===== src/hdl/spd_pkg.sv =====
`timescale 1ns / 1ps
`default_nettype none

package spd_pkg;

  // Frame layout
  localparam int unsigned HdrLen = 13;
  localparam int unsigned IdxW   = 4;
  localparam logic [IdxW-1:0] HdrLast = IdxW'(HdrLen - 1);
  localparam logic [IdxW-1:0] LenLoIdx = 4'd5;
  localparam logic [7:0]  SyncByte = 8'h40;
  localparam logic [7:0]  TermByte = 8'h0A;
  localparam logic [15:0] LenBias  = 16'd7;
  localparam logic [15:0] TimeoutReset = 16'd2;
  localparam logic [15:0] IdleMax  = 16'hFFFF;

  // Input kinds
  localparam logic ActByte = 1'b0;
  localparam logic ActTick = 1'b1;

  typedef enum logic [2:0] {
    EV_HEADER = 3'd0,
    EV_BODY   = 3'd1,
    EV_SYNC   = 3'd2,
    EV_DEAD   = 3'd3,
    EV_FINAL  = 3'd4
  } event_t;

  typedef struct packed {
    logic       action;
    logic [7:0] rx_byte;
  } in_item_t;

  typedef struct packed {
    event_t      event_res;
    logic [7:0]  data_byte;
    logic [15:0] packet_length;
    logic [7:0]  source_id;
    logic [7:0]  dest_id;
    logic [7:0]  seq_count;
    logic [7:0]  message_type;
    logic        packet_end;
    logic        terminator_ok;
  } result_t;

endpackage

`default_nettype wire


===== src/hdl/spd_in_reg.sv =====
`timescale 1ns / 1ps
`default_nettype none

module spd_in_reg (
  input  wire logic             clk,
  input  wire logic             rst,
  input  wire logic             in_valid,
  output logic                  in_ready,
  input  wire spd_pkg::in_item_t in_item,
  input  wire logic             take,
  output logic                  item_valid,
  output spd_pkg::in_item_t     item
);
  import spd_pkg::*;

  // Accept a new word whenever the register is empty or drains this cycle
  assign in_ready = !item_valid || take;

  always_ff @(posedge clk) begin
    if (rst) begin
      item_valid <= 1'b0;
    end else if (in_valid && in_ready) begin
      item_valid <= 1'b1;
    end else if (take) begin
      item_valid <= 1'b0;
    end
  end

  // Hold payload until replaced
  always_ff @(posedge clk) begin
    if (in_valid && in_ready) begin
      item <= in_item;
    end
  end

endmodule

`default_nettype wire


===== src/hdl/spd_parser.sv =====
`timescale 1ns / 1ps
`default_nettype none

module spd_parser (
  input  wire logic              clk,
  input  wire logic              rst,
  input  wire logic              cfg_we,
  input  wire logic [15:0]       cfg_value,
  input  wire logic              fire,
  input  wire spd_pkg::in_item_t item,
  output logic                   res_valid,
  output spd_pkg::result_t       res
);
  import spd_pkg::*;

  typedef enum logic [1:0] {
    PH_HEADER = 2'd0,
    PH_RESYNC = 2'd1,
    PH_BODY   = 2'd2
  } phase_t;

  phase_t          phase, phase_next;
  logic [IdxW-1:0] header_index, header_index_next;
  logic [15:0]     body_remaining, body_remaining_next;
  logic [15:0]     idle_ticks, idle_ticks_next;
  logic            byte_seen, byte_seen_next;
  logic [15:0]     timeout_ticks;
  logic [7:0]      hdr [HdrLen];

  logic [15:0]     hdr_len;
  logic [15:0]     rem_dec;
  logic [IdxW-1:0] term_idx;
  logic [7:0]      term_byte;
  logic [7:0]      first_byte;
  logic            hdr_we;
  logic [7:0]      b;

  assign b = item.rx_byte;

  // Length field; a short frame may close on the current word
  assign hdr_len    = {hdr[6], hdr[5]};
  assign first_byte = hdr[0];
  assign rem_dec    = (body_remaining != 16'd0) ? body_remaining - 16'd1 : body_remaining;
  assign term_idx   = {1'b0, hdr_len[2:0]} + LenLoIdx;
  assign term_byte  = (term_idx == HdrLast) ? b : hdr[term_idx];

  // Decode one word
  always_comb begin
    phase_next          = phase;
    header_index_next   = header_index;
    body_remaining_next = body_remaining;
    idle_ticks_next     = idle_ticks;
    byte_seen_next      = byte_seen;
    hdr_we              = 1'b0;
    res_valid           = 1'b0;
    res                 = '0;
    res.event_res       = EV_HEADER;
    res.packet_length   = hdr_len;
    res.source_id       = hdr[7];
    res.dest_id         = hdr[8];
    res.seq_count       = hdr[9];
    res.message_type    = hdr[10];

    if (item.action == ActTick) begin
      if (byte_seen && idle_ticks != IdleMax) begin
        idle_ticks_next = idle_ticks + 16'd1;
      end
    end else if (byte_seen && idle_ticks >= timeout_ticks) begin
      // Link dead: drop the word and restart
      phase_next          = PH_HEADER;
      header_index_next   = '0;
      body_remaining_next = '0;
      byte_seen_next      = 1'b0;
      idle_ticks_next     = '0;
      res_valid           = 1'b1;
      res                 = '0;
      res.event_res       = EV_DEAD;
    end else begin
      byte_seen_next  = 1'b1;
      idle_ticks_next = '0;
      unique case (phase)
        PH_RESYNC: begin
          if (b == TermByte) begin
            phase_next        = PH_HEADER;
            header_index_next = '0;
          end
        end
        PH_BODY: begin
          body_remaining_next = rem_dec;
          res_valid           = 1'b1;
          res.data_byte       = b;
          if (rem_dec == 16'd0) begin
            phase_next        = PH_HEADER;
            header_index_next = '0;
            res.event_res     = EV_FINAL;
            res.packet_end    = 1'b1;
            res.terminator_ok = (b == TermByte);
          end else begin
            res.event_res     = EV_BODY;
          end
        end
        default: begin
          hdr_we = 1'b1;
          if (header_index == HdrLast) begin
            header_index_next = '0;
            res_valid         = 1'b1;
            if (first_byte != SyncByte) begin
              phase_next    = (first_byte == TermByte) ? PH_HEADER : PH_RESYNC;
              res           = '0;
              res.event_res = EV_SYNC;
            end else if (hdr_len > LenBias) begin
              body_remaining_next = hdr_len - LenBias;
              phase_next          = PH_BODY;
            end else begin
              body_remaining_next = '0;
              phase_next          = PH_HEADER;
              res.packet_end      = 1'b1;
              res.terminator_ok   = (term_byte == TermByte);
            end
          end else begin
            header_index_next = header_index + IdxW'(1);
          end
        end
      endcase
    end
  end

  // Hold parser state and the timeout register
  always_ff @(posedge clk) begin
    if (rst) begin
      phase          <= PH_HEADER;
      header_index   <= '0;
      body_remaining <= '0;
      idle_ticks     <= '0;
      byte_seen      <= 1'b0;
      timeout_ticks  <= TimeoutReset;
    end else begin
      if (cfg_we) begin
        timeout_ticks <= cfg_value;
      end
      if (fire) begin
        phase          <= phase_next;
        header_index   <= header_index_next;
        body_remaining <= body_remaining_next;
        idle_ticks     <= idle_ticks_next;
        byte_seen      <= byte_seen_next;
      end
    end
  end

  // Capture header bytes
  always_ff @(posedge clk) begin
    if (fire && hdr_we) begin
      hdr[header_index] <= b;
    end
  end

endmodule

`default_nettype wire


===== src/hdl/spd_out_reg.sv =====
`timescale 1ns / 1ps
`default_nettype none

module spd_out_reg (
  input  wire logic             clk,
  input  wire logic             rst,
  input  wire logic             load,
  input  wire spd_pkg::result_t res,
  output logic                  can_load,
  output logic                  out_valid,
  input  wire logic             out_ready,
  output spd_pkg::result_t      out_res
);
  import spd_pkg::*;

  // Free when empty or the held word leaves this cycle
  assign can_load = !out_valid || out_ready;

  always_ff @(posedge clk) begin
    if (rst) begin
      out_valid <= 1'b0;
    end else if (load) begin
      out_valid <= 1'b1;
    end else if (out_ready) begin
      out_valid <= 1'b0;
    end
  end

  always_ff @(posedge clk) begin
    if (load) begin
      out_res <= res;
    end
  end

endmodule

`default_nettype wire


===== src/hdl/sonar_packet_deframer.sv =====
// Length-prefixed packet deframer with a link watchdog.
// Input stream: s_axis_tuser[0] = 0 for a received byte (s_axis_tdata), 1 for a
// timebase tick. Ticks only advance the silence counter and give no output.
// Output stream: one word per header, body byte, final byte, loss of sync or
// link-dead report. m_axis_tuser carries the event code, m_axis_tlast marks the
// word that closes a packet.
// Configuration: cfg_data loads the timeout in ticks whenever cfg_valid is high
// (cfg_ready is always high); write it only while the stream is idle.
// Path: an accepted word is held in the input register and decoded into the
// output register when that can take a result; its result is offered from there.
// Throughput: one input word per cycle while m_axis_tready is high, set by the
// single decode step between the input register and the output register.
// Reset: timeout returns to 2 ticks, the parser returns to header collection,
// both registers empty. Header bytes are not cleared.
// Stall: while m_axis_tready is low the output word holds, one more word waits
// in the input register, then s_axis_tready drops.
`timescale 1ns / 1ps
`default_nettype none

module sonar_packet_deframer (
  input  wire logic        clk,
  input  wire logic        rst,
  input  wire logic        s_axis_tvalid,
  output logic             s_axis_tready,
  input  wire logic [7:0]  s_axis_tdata,  // [7:0] rx_byte
  input  wire logic [0:0]  s_axis_tuser,  // [0] action
  output logic             m_axis_tvalid,
  input  wire logic        m_axis_tready,
  // [7:0] data_byte, [23:8] packet_length, [31:24] source_id, [39:32] dest_id,
  // [47:40] seq_count, [55:48] message_type, [56] terminator_ok, [63:57] zero
  output logic [63:0]      m_axis_tdata,
  output logic [2:0]       m_axis_tuser,  // [2:0] event_res
  output logic             m_axis_tlast,  // packet_end
  input  wire logic        cfg_valid,
  output logic             cfg_ready,
  input  wire logic [15:0] cfg_data
);
  import spd_pkg::*;

  in_item_t s_item;
  in_item_t item;
  logic     item_valid;
  logic     fire;
  logic     can_load;
  logic     res_valid;
  result_t  res;
  result_t  out_res;

  assign cfg_ready = 1'b1;
  assign s_item.action  = s_axis_tuser[0];
  assign s_item.rx_byte = s_axis_tdata;

  // Decode a word when one is held and the output register can take a result
  assign fire = item_valid && can_load;

  spd_in_reg u_in (
    .clk        (clk),
    .rst        (rst),
    .in_valid   (s_axis_tvalid),
    .in_ready   (s_axis_tready),
    .in_item    (s_item),
    .take       (fire),
    .item_valid (item_valid),
    .item       (item)
  );

  spd_parser u_parser (
    .clk       (clk),
    .rst       (rst),
    .cfg_we    (cfg_valid && cfg_ready),
    .cfg_value (cfg_data),
    .fire      (fire),
    .item      (item),
    .res_valid (res_valid),
    .res       (res)
  );

  spd_out_reg u_out (
    .clk       (clk),
    .rst       (rst),
    .load      (fire && res_valid),
    .res       (res),
    .can_load  (can_load),
    .out_valid (m_axis_tvalid),
    .out_ready (m_axis_tready),
    .out_res   (out_res)
  );

  // Pack the result word
  assign m_axis_tdata = {7'd0, out_res.terminator_ok, out_res.message_type,
                         out_res.seq_count, out_res.dest_id, out_res.source_id,
                         out_res.packet_length, out_res.data_byte};
  assign m_axis_tuser = out_res.event_res;
  assign m_axis_tlast = out_res.packet_end;

endmodule

`default_nettype wire

===== config.mk =====
export PLATFORM = sky130hd
export DESIGN_NAME = sonar_packet_deframer
export DESIGN_NICKNAME = d
export VERILOG_FILES = /design/src/hdl/spd_pkg.sv /design/src/hdl/spd_in_reg.sv /design/src/hdl/spd_parser.sv /design/src/hdl/spd_out_reg.sv /design/src/hdl/sonar_packet_deframer.sv
export SDC_FILE = /design/constraint.sdc
export NUM_CORES = 1
export LEC_CHECK = 0
export BUFFER_PORTS_ARGS = -buffer_cell sky130_fd_sc_hd__buf_4
export CAP_MARGIN = 20
export CORE_MARGIN = 2
export CORE_UTILIZATION = 30
export CTS_CLUSTER_DIAMETER = 50
export CTS_CLUSTER_SIZE = 10
export DETAILED_ROUTE_END_ITERATION = 8
export GPL_TIMING_DRIVEN = 0
export PLACE_DENSITY_LB_ADDON = 0.25
export SETUP_SLACK_MARGIN = 0.4
export SLEW_MARGIN = 20
export SYNTH_ARGS = -nofsm -noshare
export SYNTH_HDL_FRONTEND = slang
export SYNTH_SLANG_ARGS = --single-unit

===== constraint.sdc =====
create_clock -name clk -period 4.74 [get_ports clk]
set_input_delay 0.474 -clock clk [delete_from_list [all_inputs] [get_ports clk]]
set_output_delay 0.474 -clock clk [all_outputs]
set_load 0.01 [all_outputs]

### Yosys cells after proc, flatten, opt, wreduce, memory -nomap -nowiden

Memory sizes are Yosys's and may differ from the RTL's.
Cells that the tools add are included.

* flip-flop bits (word level): 127
* memories kept: 1
* word-level logic and storage cells: 113
* input bits: 30
* RAM bits: 104
* output and inout bits: 71

* bitwise logic cells: 1
* equal/unequal tests: 14
* reduce and logical (&&, ||, !) cells: 23
* $add $sub $neg: 5
* multiplexer cells: 47
* magnitude comparators: 2

Memories
* u_parser.hdr: depth 13, width 8, read ports 8, clocked after memory_dff 0, write ports 1, RTL line spd_parser.sv:28 `logic [7:0] hdr [HdrLen];`

Operators with widths (count)
* $mux 16: 7
* $mux 61: 1
* $mux 60: 1
* $mux 58: 1
* $mux 50: 1
* $mux 48: 1
* $pmux 16 s2: 1
* $eq 8x4->1 const B: 3
* $pmux 11 s2: 1
* $mux 2: 9
* $add 16x1->16 const B: 1
* $ge 16x16->1: 1
* $gt 16x3->1 const B: 1
* $logic_not 16->1: 1
* $mux 4: 4
* $ne 16x16->1 const B: 1
* $reduce_bool 16->1: 1
* $sub 16x1->16 const B: 1
* $sub 16x3->16 const B: 1
* $mux 1: 14
* $reduce_and 5->1: 2
* $eq 4x4->1 const B: 2
* $mux 8: 1
* $ne 8x7->1 const B: 1
* other kinds (21): 34

### Longest topological paths before layout

Gate-level depths: netlist (run 1).
An unclocked memory read counts as a cell.

* word-level depth: 11
* gate-level depth with buffers: 13
* depth with buffers taken out: 10

### By module

A second synthesis (run 1) with hierarchy kept.

* cell total of the unflattened synthesis: 875
* area, all modules: 10721.5 um^2

Modules (own cells, without submodules)
* spd_parser: cells an instance 784, area an instance 8438.1 um^2, times used 1, seq. area each 4644.5 um^2
* spd_out_reg: cells an instance 65, area an instance 1878.1 um^2, times used 1, seq. area each 1851.8 um^2
* spd_in_reg: cells an instance 14, area an instance 325.3 um^2, times used 1, seq. area each 290.3 um^2
* sonar_packet_deframer: cells an instance 12, area an instance 80.1 um^2, times used 1, seq. area each 0.0 um^2

### Worst setup path before layout (run 1)

No wires, ideal clock.

* path type: flip-flop to flip-flop
* from: register u_parser.idle_ticks[0]
* to: register, netlist name u_out.out_res[0]
* library setup time: 0.528 ns
* clock period less this slack: 3.562 ns
* setup slack: 1.178 ns
* data required time: 4.212 ns
* arrival time: 3.034 ns
* buffers on the path: 2
* stages on the path, launching flop included: 12
* path through: dfxtp_1 > inv_1 > ha_1 > nand2b_1 > a2111o_1 > a221oi_1 > o21ai_1 > o21ba_2 > clkbuf_1 > clkbuf_1 > o21ai_0 > inv_1

* word-level cells in the longest chain between the ends: 5

RTL lines
* start: declaration: RTL line spd_parser.sv:25 `logic [15:0] idle_ticks, idle_ticks_next;`
* start signal: assignment: RTL line spd_parser.sv:145 `idle_ticks <= idle_ticks_next;`
* $ge 16x16->1: RTL line spd_parser.sv:68 `end else if (byte_seen && idle_ticks >= timeout_ticks) begin`
* $logic_and 1x1->1: RTL line spd_parser.sv:68
* $mux 1: RTL line spd_parser.sv:68
* $mux 1: RTL line spd_parser.sv:64 `if (item.action == ActTick) begin`
* $logic_and 1x1->1: RTL line sonar_packet_deframer.sv:81 `.load (fire && res_valid),`
* named net u_out.load: RTL line spd_out_reg.sv:7 `input wire logic load,`

The timed path passes the listed nets, and every way through them passes these cells.
A chain may end at the register's enable or synchronous reset.

### Worst setup path in the final report (run 1)

* from: register u_parser.idle_ticks[0]
* to: memory u_parser.hdr[5][5], enable pin

* word-level cells in the longest chain between the ends: 7

RTL lines
* $ge 16x16->1: RTL line spd_parser.sv:68
* $logic_and 1x1->1: RTL line spd_parser.sv:68
* $mux 1: RTL line spd_parser.sv:68
* $mux 1: RTL line spd_parser.sv:64
* $logic_and 1x1->1: RTL line spd_parser.sv:153 `if (fire && hdr_we) begin`
* $mux 1: RTL line spd_parser.sv:153
* $mux 1 (not written as such): RTL line spd_parser.sv:154 `hdr[header_index] <= b;`
* end: declaration: RTL line spd_parser.sv:28

Every way passes these cells.

==> results.txt, run 1 <==
- Chain of cells forming the critical path: inv_1 -> ha_1 -> nand2b_1 -> a2111o_1 -> a221oi_1 -> o21ai_1 -> o21ba_2 -> clkbuf_1 -> nor2_1 -> nand2_1 -> nor2_1
- In this run the tightest slew margin relative to its limit is 0.357.
- In the routed design, unresolved DRC markers number 0.
- Critical path data arrival time: between 4 and 5 ns
- Dominant cell type by area after synthesis: sky130_fd_sc_hd__edfxtp_1
- For the final database, setup skew stands at 0.0193 ns.
* Number of nets at the end of the flow: approximately 1100
- Worst slack at placement: 0.405 ns
- IO Port Bufs: 91
* Horizontal die dimension: between 150 and 200 µm
* Cell with the largest stage delay on the worst path: sky130_fd_sc_hd__nor2_1
* Smallest hold slack: around 0.14 ns
- The most numerous cell type found on the critical path is sky130_fd_sc_hd__nor2_1.
- Worst Setup Start Kind: register
- Number of top-level design ports: ~100
- Worst slew pin tran: between 0.9 and 1 ns
- Mapped Cells: about 890
- Along the worst hold path, the cell count comes to 1.
- Count leader, synth: sky130_fd_sc_hd__edfxtp_1
- Yosys mapped the design onto 70 distinct sky130hd cell types.
- Clock latency on the worst-skew pair: around 0.51 ns
- In the final routed layout, each cell accounts on average for between 15 and 20 µm.
- The number of antenna diodes in the final layout is 0.
* Synth-to-layout area growth: 21.8%
- Yosys printed 0 warnings.
- Pin count of the biggest net entering global routing: 58
- The pre-antenna-repair detailed-routing pass consisted of 5 iterations.
- Clock root buffer: sky130_fd_sc_hd__clkbuf_16
- Syn avg cell area: roughly 12 µm²
- Leakage component of the power: ~0.0049 µW
* Hold Vio Cnt, Final: 0
- Setup repair after global routing missed its margin: false
- Number of antenna violations at the first check in global routing: 0
* Total power per unit cell area: between 300 and 400 mW/mm²
- Once detail routing completed, the nets flagged for antenna violations numbered 0.
- Post-detailed-route via-to-cell ratio: about 4.8
- Type of the worst setup path: reg -> reg
- TritonCTS built the clock tree.
- Maximum fanout along the worst path: 10
* Max stage delay on crit path: between 0.6 and 0.7 ns
* Most frequent cells after synthesis: 198 x sky130_fd_sc_hd__edfxtp_1, 71 x sky130_fd_sc_hd__nor2_1, 57 x sky130_fd_sc_hd__dfxtp_1
* Cell depth of the worst setup path: 11
- The floorplan step defined a core boundary enclosing around 0.037 mm².
- Once detailed placement completed, the half-perimeter wirelength came to about 18000 µm.
* Top-area cell type share of the netlist area: 0.536
- Endpoint class of the critical path: register
- Post-synth EDFFs: between 150 and 200
* First-pass GRT wire length: between 40000 and 50000 µm
* Worst supply voltage drop on vdd: about 0.00024 V
- The congestion estimate from routability-driven global placement came to just under 0.9.
* Synth Register Bits: roughly 260
- The share of the Yosys chip area taken by registers is 0.639.
* Total routing resource utilization after global routing: 0.137
- Htree depth: 2
- Die ar.: slightly below 0.04 mm²
* Max Clock Freq: roughly 250 MHz
* Sink Count: 255
- The longest clock path from root to sink contains 3 buffers.
* Depth of the worst register-to-register path: 11
* Flop-to-flop setup slack: roughly 0.68 ns
- In the final layout, the share of cells above drive strength 1 is 0.179.
- The die is just under 200 µm tall.
- Share of flip-flops with an asynchronous set or reset after synthesis: 0
- Met2 usage: 0.211
* Max-cap violations: 0
- Commonest register cell after synthesis: sky130_fd_sc_hd__edfxtp_1
- In this run, CTS created clock tree buffers numbering 36.
- For this run, global-route usage on met3 was measured as 0.0278.
* Data required time at the worst endpoint: about 4.9 ns
* Worst-case setup margin in the final layout: just under 0.7 ns
- Clk slew on worst S/H paths: about 0.05 ns
- In this run the most used layer during global routing was met2.
* Result of the run: complete, no violations
* Final critical-path share of the clock period: 0.856
- In this design, the largest share of critical-path delay is due to simple AND/OR/NAND/NOR gates.
* Global route total overflow: 0
- The min-delay analysis places its worst path in the category in -> reg.
- Together, buffers and inverters on the worst path number 2.
- The via count of the first global-routing pass came to about 7200.
* Row count: 70
- Wirelength, routed: 26600 µm
* Final critical delay including setup and external delays: just over 4 ns
- Total number of vias: between 7000 and 8000
- The max-slew violation total from the final report was 0.
- The detailed router finished its first iteration with 609 violations.
- Area of the mapped netlist: about 0.011 mm²
* Final setup vio count: 0
- For this configuration, the core starts out at a cell density of 0.304.
* Met1 Use GR: 0.194
* Cell types with the largest area share after synthesis: sky130_fd_sc_hd__edfxtp_1 54%, sky130_fd_sc_hd__dfxtp_1 10%, sky130_fd_sc_hd__nor2b_1 3.0%
-- kinds of logic (layout without fill, tap and decap cells) --
| family | Yosys count | in the layout | share of synthesized area |
|---|---|---|---|
| compound gates | 118 | 118 | 0.0718 |
| other cells | 2 | 8 | 0.000677 |
| mux | 26 | 26 | 0.0265 |
| fa+ha+maj | 25 | 25 | 0.0282 |
| buf+inv | 78 | 225 | 0.0307 |
| xor+xnor | 32 | 32 | 0.0253 |
| simple gates | 355 | 355 | 0.178 |
| flops | 255 | 255 | 0.639 |
-- power breakdown --
| group | switching [µW] | total, µW | internal [µW] | leakage (µW) |
|---|---|---|---|---|
| Clock | 955 | 2410 | 1450 | 0.000517 |
| Combinational | 49.4 | 92.6 | 43.2 | 0.00215 |
| Sequential | 36.2 | 2450 | 2420 | 0.00228 |
-- stage by stage --
stage	util	TNS, ns	total power, µW	cells	instance area (µm²)
6_report	0.370	0	4950	1512	13500
5_1_grt	0.370	0	5130	1512	13500
4_1_cts	0.370	0	5030	1512	13500
3_5_place_dp	0.340	0	2600	1457	12400
3_3_place_gp	0.339	-11.43	2590	1456	12400
2_1_floorplan	-	0	2540	897	11100
-- path summary, 6_finish.rpt --
path	end	startpoint
worst max-delay path	u_parser.hdr[5][5]	u_parser.idle_ticks[0]
worst min-delay path	u_in.item[2]	s_axis_tdata[2]
worst max register to register	u_parser.hdr[5][5]	u_parser.idle_ticks[0]
worst min register to register	u_parser.timeout_ticks[1]	u_parser.timeout_ticks[1]
-- final cells by class --
| cell class | count | area (µm²) |
|---|---|---|
| sequential | 255 | 7090 |
| clock inverter | 14 | 144 |
| multi-input combinational | 564 | 3720 |
| fill | 3539 | 23000 |
| buffer | 48 | 228 |
| inverter | 30 | 115 |
| clock buffer | 41 | 920 |
| timing repair buffer | 92 | 711 |
| tap | 468 | 586 |
-- worst reg2reg max path: stages (launching register included) --
cell and delay (ns):
sky130_fd_sc_hd__dfxtp_1 0.46, sky130_fd_sc_hd__inv_1 0.08, sky130_fd_sc_hd__ha_1 0.26, sky130_fd_sc_hd__nand2b_1 0.14
sky130_fd_sc_hd__a2111o_1 0.42, sky130_fd_sc_hd__a221oi_1 0.36, sky130_fd_sc_hd__o21ai_1 0.13, sky130_fd_sc_hd__o21ba_2 0.25
sky130_fd_sc_hd__clkbuf_1 0.24, sky130_fd_sc_hd__nor2_1 0.52, sky130_fd_sc_hd__nand2_1 0.21, sky130_fd_sc_hd__nor2_1 0.62
-- state kept, by name (all words and copies together) (netlist names) --
register                 cells
u_in.item                    9
u_parser.header_index        4
u_parser.idle_ticks         16
u_out.out_valid              1
u_parser.timeout_ticks      16
u_parser.body_remaining     16
u_in.item_valid              1
u_out.out_res               61
u_parser.byte_seen           1
u_parser.phase               2
u_parser.hdr               128
-- layer usage --
layer  share of wire  vias to the layer above
met5               0                        -
met3           0.062                       45
met2            0.45                      207
met4           0.023                        0
li1                -                     3567
met1            0.47                     3495
-- what timing repair did --
action	4_1_cts	5_1_grt
hold buffers	0	0
setup buffers	0	0
endpoints found under the setup margin	21	24
resized for setup	3	3
-- layout by cell type, fill, tap and decap left out, types with 5 or more instances in the layout --
cell,netlist,layout
sky130_fd_sc_hd__a211oi_1,7,7
sky130_fd_sc_hd__mux2i_1,20,20
sky130_fd_sc_hd__nor3b_1,6,6
sky130_fd_sc_hd__inv_1,29,28
sky130_fd_sc_hd__nor2b_1,54,54
sky130_fd_sc_hd__conb_1,2,8
sky130_fd_sc_hd__nand2b_1,6,6
sky130_fd_sc_hd__nand3_1,13,13
sky130_fd_sc_hd__nor4b_1,5,5
sky130_fd_sc_hd__and3_1,16,16
sky130_fd_sc_hd__xor2_1,19,19
sky130_fd_sc_hd__edfxtp_1,198,198
sky130_fd_sc_hd__xnor2_1,13,13
sky130_fd_sc_hd__nor3_1,36,31
sky130_fd_sc_hd__nand2_1,54,54
sky130_fd_sc_hd__ha_1,25,25
sky130_fd_sc_hd__buf_4,8,99
sky130_fd_sc_hd__a31oi_1,7,7
sky130_fd_sc_hd__nor4bb_1,6,6
sky130_fd_sc_hd__or3_1,22,22
sky130_fd_sc_hd__o21ai_0,14,14
sky130_fd_sc_hd__clkbuf_16,0,36
sky130_fd_sc_hd__nor2_1,71,68
sky130_fd_sc_hd__nor4_1,20,20
sky130_fd_sc_hd__dfxtp_1,57,57
sky130_fd_sc_hd__nand3b_1,5,5
sky130_fd_sc_hd__a21oi_1,37,37
sky130_fd_sc_hd__nand4_1,14,14
sky130_fd_sc_hd__a22oi_1,6,6
sky130_fd_sc_hd__a21o_1,8,8
sky130_fd_sc_hd__clkbuf_1,33,38
sky130_fd_sc_hd__nor3_2,0,5
Note: power is estimated with default switching activity, not from simulation.
==> run 2, diff against run 1 <==
--- a/config.mk
+++ b/config.mk
@@ -9,6 +9,7 @@
 export CAP_MARGIN = 20
 export CORE_MARGIN = 2
 export CORE_UTILIZATION = 30
+export CTS_BUF_LIST = sky130_fd_sc_hd__clkbuf_8
 export CTS_CLUSTER_DIAMETER = 50
 export CTS_CLUSTER_SIZE = 10
 export DETAILED_ROUTE_END_ITERATION = 8
==> run 2 against run 1 <==
  * Routed wire length down 0.40%
  * Power down 16%
  * Sequential power about the same
  * Die area unchanged
  * Critical endpoint is now u_parser.hdr[5][1]
==> results.txt, run 2 (synthesized netlist as in run 1, its figures left out) <==
- Timing would allow up to roughly 250 MHz.
- Most frequent standard cell in the layout excluding fill and tap cells: sky130_fd_sc_hd__edfxtp_1
* Max-slew headroom at the worst pin: 0.366
- In this run the top signal layer used is met4.
* Setup skew after layout: around 0.033 ns
- The critical path is of the reg -> reg type.
- For this configuration, the core starts out at a cell density of 0.304.
- Registers with the most flip-flops: u_parser.hdr (128), u_out.out_res (61)
- Wire length per cell after detailed routing: 17.5 µm
- Final standard cell area without fillers: between 0.01 and 0.015 mm²
- Port buffering added just over 90 buffers.
- Detailed-routed wire length on met3: around 1500 µm
- Routability-driven placement congestion ratio: approximately 0.86
- Vertical extent of the die: approximately 200 µm
* Final setup vio count: 0
- Critical path data arrival time: around 4.2 ns
- The most numerous cell type found on the critical path is sky130_fd_sc_hd__nor2_1.
- The completed layout was analyzed and its total power is 4170 µW.
* Max-cap violations: 0
* Pin count of the biggest net entering global routing: 58
- For the worst setup path, the data required time is a little under 5 ns.
- First-pass GRT wire length: around 41000 µm
* Largest buffer count on any clock path: 3
- The finished layout holds around 1500 standard cells, fillers aside.
- Cell with the largest stage delay on the worst path: sky130_fd_sc_hd__nor2_1
- Post-CTS setup repair buffer count: 0
- Worst slew pin tran: approximately 0.95 ns
- Synth-to-layout area growth: 18.0%
* Number of fill cells in the layout: 3599
- Die ar.: slightly below 0.04 mm²
- The flow ran to the end, and the final reports show no timing, DRC or antenna violations.
* Most used cells in the layout excluding fill and tap cells: 198 x sky130_fd_sc_hd__edfxtp_1, 99 x sky130_fd_sc_hd__buf_4, 68 x sky130_fd_sc_hd__nor2_1, 57 x sky130_fd_sc_hd__dfxtp_1
- 0 antenna diodes ended up in the layout.
- Global routing finished with a remaining overflow of 0.
- In the global route stage, overall resource usage came out at 0.136.
- The tree is rooted in a sky130_fd_sc_hd__clkbuf_8.
- Endpoint class of the critical path: register
- Detailed placement finished with a half-perimeter wire length of 18000 µm.
- Total power per unit cell area: between 300 and 400 mW/mm²
- Largest register by flop count: u_parser.hdr
* Max reg flops: ~130
* Wire length on met1: about 12000 µm
* Instance count after placement with tap cells included: approximately 1500
- The detail route stage leaves a number of antenna-violating nets equal to 0.
- Wirelength, routed: about 26000 µm
- The worst hold path belongs to the class in -> reg.
- Row count: 70
- Core Region: around 0.037 mm²
- Clock tree synthesis inserted a total of 36 buffers.
* Clk slew on worst S/H paths: roughly 0.07 ns
* Final critical delay including setup and external delays: just over 4 ns
- In the routed design, unresolved DRC markers number 0.
- Worst Setup Start Kind: register
- The number of antenna violations at the first check in global routing was 0.
- After detailed placement, the total cell area comes to roughly 0.012 mm².
- The number of endpoints with negative hold slack in the final report is 0.
* Final critical-path share of the clock period: 0.854
- Max stage delay on crit path: 0.62 ns
- 101 I/O pins were placed.
* Iteration count of the initial detailed-routing pass: 5
- Wire segments on met2 add up to between 10000 and 15000 µm in the final route.
* TritonCTS clock tree: done
- Across all layers, the routed design uses approximately 7300 vias.
- For this design, the sink count on the clock tree is about 260.
* Number of nets at the end of the flow: roughly 1100
- The via count of the first global-routing pass was about 7200.
* Setup repair after global routing missed its margin: false
- Htree depth: 2
- In this run the worst path has a maximum fanout of 10.
- Horizontal die dimension: ~200 µm
- Post-detailed-route via-to-cell ratio: 4.82
- Fraction of final layout cells with drive strength greater than 1: 0.179
- Chain of cells forming the critical path: inv_1 -> ha_1 -> nand2b_1 -> a2111o_1 -> a221oi_1 -> o21ai_1 -> o21ba_2 -> clkbuf_1 -> nor2_1 -> nand2_1 -> nor2_1
- Number of design-rule violations left by the first detailed-router iteration: 486
* Leakage component of the power: 0.00477 µW
- Clock latency on the worst-skew pair: 0.55 ns
- The max-slew violation total from the final report was 0.
- The worst-case IR drop observed on VDD is 0.000164 V.
==> run 2: layout make-up <==
type | instances | area [µm²] | area share
clock inverters | 19 | 146 | 0.0112
plain buffers | 48 | 228 | 0.0174
inverters | 30 | 115 | 0.00879
clock buffers | 36 | 495 | 0.0378
well taps | 468 | 586 | 0.0447
multi-input cells | 564 | 3720 | 0.284
repair buffers | 92 | 711 | 0.0543
flip-flops and latches | 255 | 7090 | 0.541
==> run 2: worst paths after layout <==
| path | startpoint | end | slack (ns) | depth (start not counted) |
|---|---|---|---|---|
| max | u_parser.idle_ticks[0] | u_parser.hdr[5][1] | 0.69 | 11 |
| min | s_axis_tdata[2] | u_in.item[2] | 0.11 | 1 |
| max reg2reg | u_parser.idle_ticks[0] | u_parser.hdr[5][1] | 0.69 | 11 |
| min reg2reg | u_parser.timeout_ticks[1] | u_parser.timeout_ticks[1] | 0.48 | 2 |
==> run 2: what timing repair did <==
item                       4_1_cts  5_1_grt
setup endpoints to repair       22       24
resized for setup                3        3
hold buffers                     0        0
==> run 2: stage by stage <==
| stage | TNS [ns] | util | hold WS [ns] | setup WS (ns) |
|---|---|---|---|---|
| 2_1_floorplan | 0 | - | 0.456 | 1.18 |
| 3_3_place_gp | -11.43 | 0.339 | 0.477 | -0.197 |
| 3_5_place_dp | 0 | 0.340 | 0.482 | 0.405 |
| 4_1_cts | 0 | 0.358 | 0.0706 | 0.435 |
| 5_1_grt | 0 | 0.358 | 0.0741 | 0.410 |
| 6_report | 0 | 0.358 | 0.110 | 0.692 |
==> run 2: worst max-delay path: cells and delay by family (launching register included) <==
family,cells,cell delay [ns]
simple gates,4,1.49
compound gates,4,1.16
flops,1,0.47
buf+inv,2,0.31
fa+ha+maj,1,0.26
==> run 2: metal layers <==
layer	vias up	track usage
met5	-	0
met4	0	0.0426
met3	43	0.0261
met2	205	0.211
met1	3479	0.193
li1	3566	-
==> run 2: report_power, final <==
part	total, µW	switching, µW	leakage, µW	internal, µW
logic	92.6	49.4	0.00215	43.2
clock network	1630	850	0.000340	777
registers	2450	36.0	0.00228	2410
